File: src/rtl/fram_pkg.sv
// Package for the four-register ALU machine: sizes, word type and command codes.
// Used by fram_ram users and by four_register_alu_machine_unit; no dependencies.
package fram_pkg;

  localparam int NUM_REGS   = 4;
  localparam int DATA_WIDTH = 32;
  localparam int ADDR_W     = (NUM_REGS > 1) ? $clog2(NUM_REGS) : 1;
  localparam int CNT_W      = $clog2(DATA_WIDTH);

  typedef logic [DATA_WIDTH-1:0] word_t;
  typedef logic [ADDR_W-1:0]     addr_t;
  typedef logic [CNT_W-1:0]      cnt_t;

  typedef enum logic [2:0] {
    CMD_LOAD = 3'd0,
    CMD_MOVE = 3'd1,
    CMD_ADD  = 3'd2,
    CMD_SUB  = 3'd3,
    CMD_MUL  = 3'd4,
    CMD_DIV  = 3'd5,
    CMD_OUT  = 3'd6
  } cmd_e;

endpackage

File: src/rtl/fram_ram.sv
// Generic single-write, single-read RAM with registered read data.
// No dependencies.
module fram_ram #(
  parameter int WIDTH = 32,
  parameter int DEPTH = 4
) (
  input  logic                     clk_i,
  input  logic                     we_i,
  input  logic [$clog2(DEPTH)-1:0] waddr_i,
  input  logic [WIDTH-1:0]         wdata_i,
  input  logic [$clog2(DEPTH)-1:0] raddr_i,
  output logic [WIDTH-1:0]         rdata_o
);

  logic [WIDTH-1:0] mem [DEPTH];

  always_ff @(posedge clk_i) begin
    if (we_i) begin
      mem[waddr_i] <= wdata_i;
    end
    rdata_o <= mem[raddr_i];
  end

endmodule

File: src/rtl/four_register_alu_machine_unit.sv
// Top level of the four-register ALU machine: sequencer, shared adder, output register.
// Depends on fram_pkg and fram_ram.
//
//  channel | direction | payload                                   | handshake
//  in      | input     | command, dest_reg, src_reg, immediate     | in_valid_i / in_stall_o
//  out     | output    | value, is_error                           | out_valid_o / out_stall_i
//
// One shared DATA_WIDTH+1 bit adder does all arithmetic. An item first reads both registers
// from the register RAM, then executes: load/move/add/sub, output, refused divide, multiply
// (one partial product per cycle) and divide (one quotient bit per cycle). Reset clears the
// register file through per-entry valid bits. A result waits while the output register
// is full and out_stall_i is high; the input side stays stalled until the pending result
// is in the output register.
module four_register_alu_machine_unit (
  input  logic               clk_i,
  input  logic               rst_ni,
  input  logic               in_valid_i,
  output logic               in_stall_o,
  input  logic [2:0]         command_i,
  input  logic [1:0]         dest_reg_i,
  input  logic [1:0]         src_reg_i,
  input  logic signed [31:0] immediate_i,
  output logic               out_valid_o,
  input  logic               out_stall_i,
  output logic signed [31:0] value_o,
  output logic               is_error_o
);

  localparam int DW = fram_pkg::DATA_WIDTH;

  typedef enum logic [3:0] {
    ST_IDLE, ST_RD_S, ST_RD_D, ST_EXEC, ST_MUL, ST_DIV_DEN, ST_DIV, ST_DIV_FIX, ST_WB, ST_RESP
  } state_e;

  state_e                      state_q, state_d;
  fram_pkg::cmd_e              cmd_q, cmd_d;
  logic [1:0]                  di_q, di_d, si_q, si_d;
  logic [31:0]                 imm_q, imm_d;
  fram_pkg::word_t             d_q, d_d, s_q, s_d, res_q, res_d;
  fram_pkg::cnt_t              cnt_q, cnt_d;
  logic                        neg_q, neg_d;
  logic                        err_q, err_d;
  logic [fram_pkg::NUM_REGS-1:0] vld_q, vld_d;
  fram_pkg::addr_t             raddr_q, raddr_d;
  logic                        out_valid_q, out_valid_d;
  logic [31:0]                 val_q, val_d;
  logic                        out_err_q, out_err_d;

  logic                        in_xfer, out_xfer;
  logic                        ram_we;
  fram_pkg::word_t             ram_rdata, rd_word;
  logic [DW:0]                 add_a, add_b, add_sum;
  logic                        add_sub;
  fram_pkg::word_t             div_sh;
  logic                        idx_ok;

  assign in_xfer  = in_valid_i && !in_stall_o;
  assign out_xfer = out_valid_q && !out_stall_i;
  assign ram_we   = (state_q == ST_WB);
  assign rd_word  = vld_q[raddr_q] ? ram_rdata : '0;
  assign div_sh   = {res_q[DW-2:0], d_q[DW-1]};
  assign idx_ok   = (int'(di_q) < fram_pkg::NUM_REGS) && (int'(si_q) < fram_pkg::NUM_REGS);

  fram_ram #(
    .WIDTH (DW),
    .DEPTH (fram_pkg::NUM_REGS)
  ) u_regs (
    .clk_i   (clk_i),
    .we_i    (ram_we),
    .waddr_i (fram_pkg::ADDR_W'(di_q)),
    .wdata_i (res_q),
    .raddr_i (raddr_d),
    .rdata_o (ram_rdata)
  );

  always_comb begin
    add_a   = '0;
    add_b   = {1'b0, s_q};
    add_sub = 1'b0;
    case (state_q)
      ST_EXEC: begin
        if (cmd_q == fram_pkg::CMD_DIV) begin
          add_b   = {1'b0, d_q};
          add_sub = 1'b1;
        end else begin
          add_a   = {1'b0, d_q};
          add_sub = (cmd_q == fram_pkg::CMD_SUB);
        end
      end
      ST_MUL: begin
        add_a = {1'b0, res_q};
        add_b = {1'b0, d_q};
      end
      ST_DIV_DEN: begin
        add_sub = 1'b1;
      end
      ST_DIV: begin
        add_a   = {1'b0, div_sh};
        add_sub = 1'b1;
      end
      ST_DIV_FIX: begin
        add_b   = {1'b0, d_q};
        add_sub = 1'b1;
      end
      default: begin
      end
    endcase
    add_sum = add_a + (add_sub ? ~add_b : add_b) + (DW+1)'(add_sub);
  end

  always_comb begin
    state_d     = state_q;
    cmd_d       = cmd_q;
    di_d        = di_q;
    si_d        = si_q;
    imm_d       = imm_q;
    d_d         = d_q;
    s_d         = s_q;
    res_d       = res_q;
    cnt_d       = cnt_q;
    neg_d       = neg_q;
    err_d       = err_q;
    vld_d       = vld_q;
    raddr_d     = fram_pkg::ADDR_W'(di_q);
    out_valid_d = out_xfer ? 1'b0 : out_valid_q;
    val_d       = val_q;
    out_err_d   = out_err_q;
    case (state_q)
      ST_IDLE: begin
        raddr_d = fram_pkg::ADDR_W'(src_reg_i);
        if (in_xfer) begin
          cmd_d   = fram_pkg::cmd_e'(command_i);
          di_d    = dest_reg_i;
          si_d    = src_reg_i;
          imm_d   = immediate_i;
          state_d = ST_RD_S;
        end
      end
      ST_RD_S: begin
        s_d     = rd_word;
        state_d = ST_RD_D;
      end
      ST_RD_D: begin
        d_d     = rd_word;
        state_d = ST_EXEC;
      end
      ST_EXEC: begin
        state_d = ST_IDLE;
        if (idx_ok) begin
          case (cmd_q)
            fram_pkg::CMD_LOAD: begin
              res_d   = DW'($signed(imm_q));
              state_d = ST_WB;
            end
            fram_pkg::CMD_MOVE: begin
              res_d   = s_q;
              state_d = ST_WB;
            end
            fram_pkg::CMD_ADD, fram_pkg::CMD_SUB: begin
              res_d   = add_sum[DW-1:0];
              state_d = ST_WB;
            end
            fram_pkg::CMD_MUL: begin
              res_d   = '0;
              cnt_d   = fram_pkg::CNT_W'(DW - 1);
              state_d = ST_MUL;
            end
            fram_pkg::CMD_DIV: begin
              if (s_q == '0) begin
                res_d   = '0;
                err_d   = 1'b1;
                state_d = ST_RESP;
              end else begin
                neg_d   = d_q[DW-1] ^ s_q[DW-1];
                if (d_q[DW-1]) begin
                  d_d = add_sum[DW-1:0];
                end
                state_d = ST_DIV_DEN;
              end
            end
            fram_pkg::CMD_OUT: begin
              res_d   = d_q;
              err_d   = 1'b0;
              state_d = ST_RESP;
            end
            default: begin
              state_d = ST_IDLE;
            end
          endcase
        end
      end
      ST_MUL: begin
        if (s_q[0]) begin
          res_d = add_sum[DW-1:0];
        end
        d_d   = {d_q[DW-2:0], 1'b0};
        s_d   = {1'b0, s_q[DW-1:1]};
        cnt_d = cnt_q - 1'b1;
        if (cnt_q == '0) begin
          state_d = ST_WB;
        end
      end
      ST_DIV_DEN: begin
        if (s_q[DW-1]) begin
          s_d = add_sum[DW-1:0];
        end
        res_d   = '0;
        cnt_d   = fram_pkg::CNT_W'(DW - 1);
        state_d = ST_DIV;
      end
      ST_DIV: begin
        res_d = add_sum[DW] ? div_sh : add_sum[DW-1:0];
        d_d   = {d_q[DW-2:0], !add_sum[DW]};
        cnt_d = cnt_q - 1'b1;
        if (cnt_q == '0) begin
          state_d = ST_DIV_FIX;
        end
      end
      ST_DIV_FIX: begin
        res_d   = neg_q ? add_sum[DW-1:0] : d_q;
        state_d = ST_WB;
      end
      ST_WB: begin
        vld_d[di_q] = 1'b1;
        state_d     = ST_IDLE;
      end
      ST_RESP: begin
        if (!out_valid_q || !out_stall_i) begin
          out_valid_d = 1'b1;
          val_d       = 32'(res_q);
          out_err_d   = err_q;
          state_d     = ST_IDLE;
        end
      end
      default: begin
        state_d = ST_IDLE;
      end
    endcase
  end

  always_ff @(posedge clk_i or negedge rst_ni) begin
    if (!rst_ni) begin
      state_q     <= ST_IDLE;
      vld_q       <= '0;
      out_valid_q <= 1'b0;
      raddr_q     <= '0;
    end else begin
      state_q     <= state_d;
      vld_q       <= vld_d;
      out_valid_q <= out_valid_d;
      raddr_q     <= raddr_d;
    end
  end

  always_ff @(posedge clk_i) begin
    cmd_q     <= cmd_d;
    di_q      <= di_d;
    si_q      <= si_d;
    imm_q     <= imm_d;
    d_q       <= d_d;
    s_q       <= s_d;
    res_q     <= res_d;
    cnt_q     <= cnt_d;
    neg_q     <= neg_d;
    err_q     <= err_d;
    val_q     <= val_d;
    out_err_q <= out_err_d;
  end

  assign in_stall_o  = (state_q != ST_IDLE);
  assign out_valid_o = out_valid_q;
  assign value_o     = $signed(val_q);
  assign is_error_o  = out_err_q;

  a_err_zero : assert property (@(posedge clk_i) disable iff (!rst_ni)
    out_valid_o && is_error_o |-> value_o == '0)
    else $error("error result with nonzero value");

  a_busy_after_accept : assert property (@(posedge clk_i) disable iff (!rst_ni)
    in_xfer |=> in_stall_o)
    else $error("input not stalled after a transfer");

  a_wb_not_idle : assert property (@(posedge clk_i) disable iff (!rst_ni)
    ram_we |-> in_stall_o && !in_xfer)
    else $error("register write while idle");

  a_resp_no_loss : assert property (@(posedge clk_i) disable iff (!rst_ni)
    state_q == ST_RESP && out_valid_q && out_stall_i |=> state_q == ST_RESP)
    else $error("result left the sequencer while the output was held");

endmodule
File: config.mk
export PLATFORM = sky130hd
export DESIGN_NAME = four_register_alu_machine_unit
export DESIGN_NICKNAME = d
export VERILOG_FILES = /design/src/rtl/fram_pkg.sv /design/src/rtl/fram_ram.sv /design/src/rtl/four_register_alu_machine_unit.sv
export SDC_FILE = /design/constraint.sdc
export NUM_CORES = 1
export LEC_CHECK = 0
export ABC_AREA = 1
export ABC_CLOCK_PERIOD_IN_PS = 9100
export CAP_MARGIN = 15
export CELL_PAD_IN_SITES_DETAIL_PLACEMENT = 0
export CELL_PAD_IN_SITES_GLOBAL_PLACEMENT = 1
export CORE_MARGIN = 1.5
export CORE_UTILIZATION = 50
export CTS_CLUSTER_SIZE = 25
export DETAILED_ROUTE_END_ITERATION = 8
export DONT_BUFFER_PORTS = 1
export GPL_ROUTABILITY_DRIVEN = 1
export PLACE_DENSITY_LB_ADDON = 0.1
export SYNTH_ARGS = -nofsm -noshare
export SYNTH_HDL_FRONTEND = slang
export SYNTH_SLANG_ARGS = --single-unit
File: constraint.sdc
create_clock -name clk_i -period 9.1 [get_ports clk_i]
set_input_delay 1.82 -clock clk_i [delete_from_list [all_inputs] [get_ports clk_i]]
set_output_delay 1.82 -clock clk_i [all_outputs]
set_load 0.1 [all_outputs]
# Word level (Yosys, flattened, before mapping)
# Memories as Yosys holds them, arrays and structs flattened. A register that Yosys moved wholly into a read port is not among the register bits.
# Index checks and enable logic that the tools add are counted.
[classes] order_cmp=3 n_mux=41 add_sub_neg=3 n_reduce_logical=33 bitwise=4 n_eq_ne=28
[ops] operator="32-bit 2-to-1 mux" count=11
[ops] operator="32-bit one-hot mux with 6 select lines" count=1
[ops] operator="32-bit one-hot mux with 5 select lines" count=1
[ops] operator="32-bit one-hot mux with 4 select lines" count=1
[ops] operator="33-bit one-hot mux with 3 select lines" count=1
[ops] operator="32-bit one-hot mux with 3 select lines" count=1
[ops] operator="33-bit one-hot mux with 2 select lines" count=1
[ops] operator="4-bit one-hot mux with 9 select lines" count=1
[ops] operator="33-bit by 1-bit adder with 33-bit output" count=1
[ops] operator="33-bit adder" count=1
[ops] operator="33-bit 2-to-1 mux" count=1
[ops] operator="33-bit inverter" count=1
[ops] operator="32-bit zero test" count=1
[ops] operator="4-bit 2-to-1 mux" count=5
[ops] operator="2-bit != test (second input constant)" count=9
[ops] operator="4-bit by 3-bit == test with 1-bit output (second input constant)" count=4
[ops] operator="4-bit one-hot mux with 4 select lines" count=1
[ops] operator="5-bit one-hot mux with 3 select lines" count=1
[ops] operator="4-bit AND reduction" count=3
[ops] operator="3-bit == test (second input constant)" count=3
[ops] operator="1-bit 2-to-1 mux" count=9
[ops] operator="3-bit AND reduction" count=3
[ops] operator="4-bit by 2-bit == test with 1-bit output (second input constant)" count=2
[ops] operator="4-bit == test (second input constant)" count=2
[ops] operator="other kinds (31)" count=47
[word_totals] out_inout_bits=35 ff_bits=184 ram_bits=128 n_memories=1
[mem_list] name="u_regs.mem" depth=4 word_bits=32 rd=1 rd_ports_with_merged_regs=1 write_ports=1 line_no="fram_ram.sv:15" text="logic [WIDTH-1:0] mem [DEPTH];"

# Logic depth before layout (Yosys ltp)
# Gate-level depths: netlist (run 1).
[depth] word_depth=11 depth_mapped=30

# Hierarchy
# A second synthesis (run 1) with hierarchy kept.
[unflattened] cells_unflattened=2049 area_unflattened_um2=18642.9
[modules_own_cells] module="four_register_alu_machine_unit" instances=1 cells_each=1508 area_per_inst_um2=12564.6
[modules_own_cells] module="fram_ram" instances=1 cells_each=541 area_per_inst_um2=6078.3

# Least setup slack after synthesis (run 1)
# No wires, ideal clock.
[synth_timing] path_type="register to register" start="register state_q[3]" end="register res_q[0] (enable)" setup_time_ns=0.470 stages_incl_launch_ff=10 t_arrival_ns=3.790 path_slack_ns=4.840 required_time_ns=8.630 period_less_slack_ns=4.260 cell_sequence="dfrtp_1 -> inv_2 -> nand2_2 -> buf_4 -> nor2_1 -> inv_1 -> buf_2 -> nand2_1 -> nor2_1 -> a211oi_1"
[synth_via] elab_chain_cells=3 elab_cells_between_ends=10 classes_between="8 x eq/ne; 2 x reduce/logical"
[synth_rtl] element="start: declaration" line_no="four_register_alu_machine_unit.sv:35" text="state_e state_q, state_d;"
[synth_rtl] element="start signal: assignment" line_no="four_register_alu_machine_unit.sv:248" text="state_q <= state_d;"
[synth_rtl] element="4-bit by 2-bit == test with 1-bit output or 4-bit by 3-bit == test with 1-bit output (tied branches)" line_no="four_register_alu_machine_unit.sv:128" text="case (state_q)"
[synth_rtl] element="7-bit by 2-bit != test with 1-bit output (no line), or another cell as far along"
[synth_rtl] element="4-bit AND reduction (no line) (*)"
[synth_rtl] element="end signal: assignment" line_no="four_register_alu_machine_unit.sv:262" text="res_q <= res_d;"
[synth_rtl] element="end: declaration" line_no="four_register_alu_machine_unit.sv:39" text="fram_pkg::word_t d_q, d_d, s_q, s_d, res_q, res_d;"
# Mark *: on every way between the ends. The rest lies on a longest branch, timed or not.
# A chain may end at the register's enable or synchronous reset.

# Final worst setup path (run 1)
[layout_timing] start="register state_q[3]" end="register res_q[10], data pin"
[layout_via] elab_chain_cells=9 elab_cells_between_ends=19 classes_between="2 x add/sub; 5 x eq/ne; 9 x mux; 1 x bitwise; 2 x reduce/logical"
[layout_rtl] element="4-bit by 3-bit == test with 1-bit output" line_no="four_register_alu_machine_unit.sv:80, four_register_alu_machine_unit.sv:128"
[layout_rtl] element="2-bit OR reduction (no line)"
[layout_rtl] element="33-bit one-hot mux with 2 select lines" line_no="four_register_alu_machine_unit.sv:80" text="case (state_q)"
[layout_rtl] element="33-bit inverter" line_no="four_register_alu_machine_unit.sv:108" text="add_sum = add_a + (add_sub ? ~add_b : add_b) + (DW+1)'(add_sub);"
[layout_rtl] element="33-bit 2-to-1 mux" line_no="four_register_alu_machine_unit.sv:108"
[layout_rtl] element="33-bit adder" line_no="four_register_alu_machine_unit.sv:108"
[layout_rtl] element="33-bit by 1-bit adder with 33-bit output" line_no="four_register_alu_machine_unit.sv:108"
[layout_rtl] element="32-bit one-hot mux with 6 select lines, or another cell as far along" line_no="four_register_alu_machine_unit.sv:150" text="case (cmd_q)"
[layout_rtl] element="32-bit one-hot mux with 5 select lines (*)" line_no="four_register_alu_machine_unit.sv:128"
[layout_rtl] element="net res_d[10]" line_no="four_register_alu_machine_unit.sv:39"
# Mark *: on every way through the listed nets, which the timed path passes. The rest lies on a longest branch. The select of a mux whose other input is x is not followed.

==> impl_metrics.yaml, run 1 <==
critical_path:
  worstPathMaxFanout: 25
  critPathLaunchType: "register"
  crit_chain: "inv_2, nand2_2, nor2_4, nor2_2, nand2_1, buf_4, o21ai_0, xor2_1, fa_1, inv_1, nand3_1, nand2_1, a21oi_2, o21bai_1, nand3_1, nand3_2, nand2_1, nand4_1, nand2_2, nor2_4, inv_2, nand2_1, o21ai_0, nand4_1"
  cp-end-kind: "register"
  crit_top_cell: "nand2_1"
  crit_path_max_incr_delay_ns: 0.87
  worstPathArrival_ns: 7.06
  crit_required_ns: 9.52
  critPathKind: "register to register"
  slowest_stage: "nor2_4"
global_routing:
  grt_max_degree: 66
  grt_pass1_vias: 14410
  gr-total-overflow: 0
  grt_pass1_wl_mm: 93.07
  antenna_found_initial: 1
  grtUsageTotal_pct: 34.31
yosys:
  yosys.area.top_type: "edfxtp_1"
  synth_cell_types: 55
  syn_avg_cell_area_um2: 9.615
  synth.area.top_cells: "edfxtp_1 (50%), nand2_1 (5.0%), o21ai_0 (5.0%), nand3_1 (4.2%), nor2_1 (4.0%)"
  synth-edff-count: 301
  synthArstFlopShare_pct: 3.198
  syn-cell-area_um2: 18050
  synth_top_area_share_pct: 50.08
  ys_seq_area_share_pct: 55.16
  synth.net_count: 1953
  ys_seq_elements: 344
  synthFlopType: "edfxtp_1"
  yosys_warnings: 0
  syn-instance-count: 1877
clock_network:
  clock_latency_ns: 0.58
  clk_pin_slew_ns: 0.06
  clockBufferDepth: 3
  htreeDepth: 2
  ctsResizeCount: 0
  cts_tree: "done"
  cts_buffers: 37
  post_cts_buffers: 0
  clock-root-buffer: "clkbuf_16"
  cts_sinks: 344
  cts_hold_buf: 0
cells_and_area:
  final_cell_mix: "edfxtp_1 (301), nand2_1 (241), nor2_1 (186)"
  multiInputGateArea_um2: 7108
  syn2layout_area_growth_pct: 9.955
  drive_gt1_share_pct: 8.670
  antenna_cells: 0
  seqCellArea_um2: 9955
  fill_cells: 3158
  final_common_cell: "edfxtp_1"
  final_nets: 1927
worst_hold_path:
  hold_class: "register to register"
placed_design:
  pre_cts_ws_ns: 2.664
  place_hpwl_mm: 40.33
  io_buffers: 0
  routabilityCongestion: 0.9434
routing:
  post_drt_wl_per_cell_um: 26.79
  wl_mm: 62.73
  via_per_inst: 6.510
  final_antenna_net_count: 0
  vias: 15240
  drtIter0Drc: 2034
  drt-pass1-iter-count: 5
  drc: 0
sta:
  tightest_slew_ns: 1.113
  max_freq_mhz: 150.7
  hold_viol: 0
  fin_worst_skew_ns: 0.02925
  grt_setup_unrepaired: "no"
  relSlewSlack_pct: 25.62
  finalCriticalPeriod_ns: 6.634
  tns_ns: 0
  period_share_pct: 72.90
  fin_ws_ns: 2.466
  slew_violations: 0
  setup_viol: 0
floorplanning:
  start_util_pct: 50.74
  rows: 69
  dieHeight_um: 193.0
  io_pins: 78
  die_area_um2: 37240
  die_width_um: 193.0
  core_area_um2: 35570
job:
  maxCapViolCount: 0
status:
  status: "complete, no violations"
## state kept, by name, summed over array words and instances, names as in the netlist, 2 cells and up
name / flops
res_q: 32
s_q: 32
u_regs.rdata_o: 32
cmd_q: 3
vld_q: 4
state_q: 4
di_q: 2
value_o: 32
d_q: 32
imm_q: 32
cnt_q: 5
raddr_q: 2
u_regs.mem: 128
## kinds of logic after synthesis
kind of cell | after synthesis | synth area share, %
AO/OA/AOI/OAI | 487 | 16.55
XOR/XNOR | 54 | 2.995
adder cells (fa/ha/maj) | 33 | 2.329
buffers and inverters | 278 | 5.962
flip-flops | 344 | 55.16
AND/OR/NAND/NOR | 681 | 17.01
## metrics by stage
stage / instance area, um^2 / std cells / hold slack (ns) / utilization (%)
floorplan: 18050 / 1877 / 0.4003 / -
global placement: 18560 / 2273 / 0.4375 / 52.17
detailed placement: 18560 / 2273 / 0.4292 / 52.17
CTS: 19840 / 2341 / 0.4403 / 55.79
global route: 19840 / 2341 / 0.4551 / 55.79
finish: 19840 / 2341 / 0.4414 / 55.79
## cell type report
type	instances	area share, %
clock inverter	23	1.520
inverter	182	3.443
tap	461	2.907
clock buffer	45	4.975
timing repair buffer	31	1.173
multi-input combinational	1255	35.82
sequential	344	50.16
## Yosys cell counts (all sizes together) (6+ instances only)
master / n
edfxtp: 301
o21ai: 195
nand4: 17
o22ai: 57
buf: 21
xnor2: 9
nand2: 268
nor2: 197
dfrtp: 11
nand3b: 8
ha: 32
a21o: 6
a221oi: 12
inv: 177
o221ai: 64
clkbuf: 75
o211ai: 33
nand3: 160
xor2: 45
a21oi: 92
nor4: 8
nor3: 16
dfxtp: 32
## metal layers
layer	routed length, um	GRT usage, %
met5	13	0
met3	7317	9.122
met2	26610	49.89
met1	25640	47.86
met4	3151	15.98
## final timing paths
path / from / to / slack [ns] / cells after the start
min: err_q / is_error_o / 0.44 / 0
max: state_q[3] / res_q[10] / 2.47 / 24
min in group asynchronous: rst_ni / state_q[1] / 0.94 / 0
max in group asynchronous: rst_ni / vld_q[1] / 8.07 / 0
min reg2reg: err_q / is_error_o / 0.44 / 0
max reg2reg: state_q[3] / res_q[10] / 2.47 / 24
## worst max-delay path, delay by kind of cell, from the launching register on
family,cells,cell delay (ns)
fa+ha+maj,1,0.44
compound gates,4,0.68
xor+xnor,1,0.19
flops,1,0.43
buf+inv,4,0.89
simple gates,14,3.83
Power of run 1 is not shown: default switching activity piles up to over one toggle a cycle in this logic, so the estimate is an artifact.
==> run 2, diff against run 1 <==
--- a/config.mk
+++ b/config.mk
@@ -6,12 +6,12 @@
 export NUM_CORES = 1
 export LEC_CHECK = 0
 export ABC_AREA = 1
-export ABC_CLOCK_PERIOD_IN_PS = 9100
+export ABC_CLOCK_PERIOD_IN_PS = 5350
 export CAP_MARGIN = 15
 export CELL_PAD_IN_SITES_DETAIL_PLACEMENT = 0
 export CELL_PAD_IN_SITES_GLOBAL_PLACEMENT = 1
 export CORE_MARGIN = 1.5
-export CORE_UTILIZATION = 50
+export CORE_UTILIZATION = 46
 export CTS_CLUSTER_SIZE = 25
 export DETAILED_ROUTE_END_ITERATION = 8
 export DONT_BUFFER_PORTS = 1
==> constraint.sdc (replaced) <==
create_clock -name clk_i -period 5.35 [get_ports clk_i]
set_input_delay 1.07 -clock clk_i [delete_from_list [all_inputs] [get_ports clk_i]]
set_output_delay 1.07 -clock clk_i [all_outputs]
set_load 0.1 [all_outputs]
==> run 2 against run 1 <==
- clock-buffer cell count is 3 higher
- die area rose by 8.6%
- via count decreased by 1.3%
- first-iteration DRC count down 19%
- highest routed layer is now met4
- critical path type unchanged
- clock skew down 0.0013 ns
- final cell count is 3.1% higher
==> impl_metrics.yaml, run 2 (synthesis gave the netlist of run 1 again) <==
routing:
  via_per_inst: 6.234
  drtIter0Drc: 1641
  vias: 15040
  drt-pass1-iter-count: 7
  post_drt_wl_per_cell_um: 26.85
  drc: 0
  final_antenna_net_count: 0
  wl_mm: 64.79
sta:
  period_share_pct: 93.43
  relSlewSlack_pct: 22.45
  setup_viol: 0
  hold_ws_ns: 0.1954
  tightest_slew_ns: 1.159
  hold_viol: 0
  grt_setup_unrepaired: "yes"
  fin_ws_ns: 0.3516
  max_freq_mhz: 200.1
  finalCriticalPeriod_ns: 4.998
  slew_violations: 0
  fin_worst_skew_ns: 0.02794
cells_and_area:
  final_cell_mix: "edfxtp_1 (301), nand2_1 (241), nor2_1 (185)"
  final_area_um2: 19940
  final_nets: 1942
  regMostFlops: "u_regs.mem"
  drive_gt1_share_pct: 9.398
  stdcell_count: 2413
  syn2layout_area_growth_pct: 10.48
  final_common_cell: "edfxtp_1"
  fill_cells: 3545
  largest_reg_flops: 128
placed_design:
  routabilityCongestion: 0.9552
  post_dp_cell_area_um2: 18750
  place_inst: 2344
  place_hpwl_mm: 42.79
  pre_cts_ws_ns: 0.3946
  io_buffers: 0
critical_path:
  rrSetupSlack_ns: 0.35
  cp-end-kind: "register"
  crit_required_ns: 5.67
  critPathLaunchType: "register"
  critPathKind: "register to register"
  worstReg2RegEnd: "res_q[25]"
  rr_worst_depth: 26
  worstPathMaxFanout: 20
  worstPathArrival_ns: 5.32
  r2r_start: "state_q[3]"
clock_network:
  cts_buffers: 38
  htreeDepth: 2
  cts_tree: "done"
  clock-root-buffer: "clkbuf_16"
  cts_sinks: 344
  clock_latency_ns: 0.58
  post_cts_buffers: 0
  clockBufferDepth: 3
  clk_pin_slew_ns: 0.06
floorplanning:
  rows: 72
  core_area_um2: 38650
  die_width_um: 201.1
  io_pins: 78
  die_area_um2: 40430
  dieHeight_um: 201.1
  start_util_pct: 46.70
job:
  maxCapViolCount: 0
global_routing:
  antenna_found_initial: 1
  grt_pass1_vias: 14570
  grtUsageTotal_pct: 31.95
  grt_pass1_wl_mm: 95.30
  grt_max_degree: 66
  gr-total-overflow: 0
status:
  status: "complete, no violations"
worst_hold_path:
  hold_class: "input pin to async pin"
[run 2: worst max path at each step]
stage | to | start | depth (start not counted)
after global placement | res_q[29] | state_q[3] | 27
after detailed placement | res_q[29] | state_q[3] | 27
final | res_q[25] | state_q[3] | 26
after floorplan | res_q[0] | state_q[3] | 9
after global routing | res_q[29] | state_q[3] | 27
after CTS | res_q[29] | state_q[3] | 27
[run 2: through the flow]
step	setup TNS, ns	utilization [%]
5_1_grt	-0.03075	51.58
3_5_place_dp	0	48.53
3_3_place_gp	0	48.53
2_1_floorplan	0	-
4_1_cts	0	51.57
6_report	0	51.59
[run 2: final cells by class]
class,count,area [um^2],share of cell area (%)
sequential,344,9955,49.93
multi-input combinational,1255,7106,35.64
clock buffer,48,1030,5.165
inverter,182,686.9,3.445
tap,518,648.1,3.251
timing repair buffer,45,362.8,1.820
clock inverter,20,147.6,0.7405
antenna,1,2.502,0.01255
[run 2: per-layer routing]
layer,part of all wire [%],track usage (%)
met5,0,0
met4,3.9,13.37
met3,10,8.263
met2,43,48.08
met1,43,43.84
[run 2: repair_timing]
action / 4_1_cts / 5_1_grt
gates resized for setup: 0 / 1
endpoints found under the setup margin: 0 / 1
endpoints found under the hold margin: 0 / 0
hold buffers: 0 / 0
[run 2: worst max-delay path, cell delays in order (launching register included)]
cell,delay (ns)
dfrtp_1,0.42
inv_2,0.08
nand2_2,0.06
buf_4,0.34
nor2_2,0.08
nor2_2,0.21
nand2_1,0.10
buf_4,0.19
o21ai_0,0.21
xor2_1,0.14
fa_1,0.44
inv_1,0.07
nand3_1,0.06
nand2_1,0.12
a21oi_2,0.10
o21bai_1,0.35
nand3_1,0.16
nand3_2,0.14
nand2_1,0.08
nand4_1,0.09
nand2_2,0.17
inv_1,0.66
nand3_1,0.15
nand2_1,0.11
nand2_1,0.06
nor2_1,0.08
nand2_1,0.05
Power of run 2 is left out for the same reason.
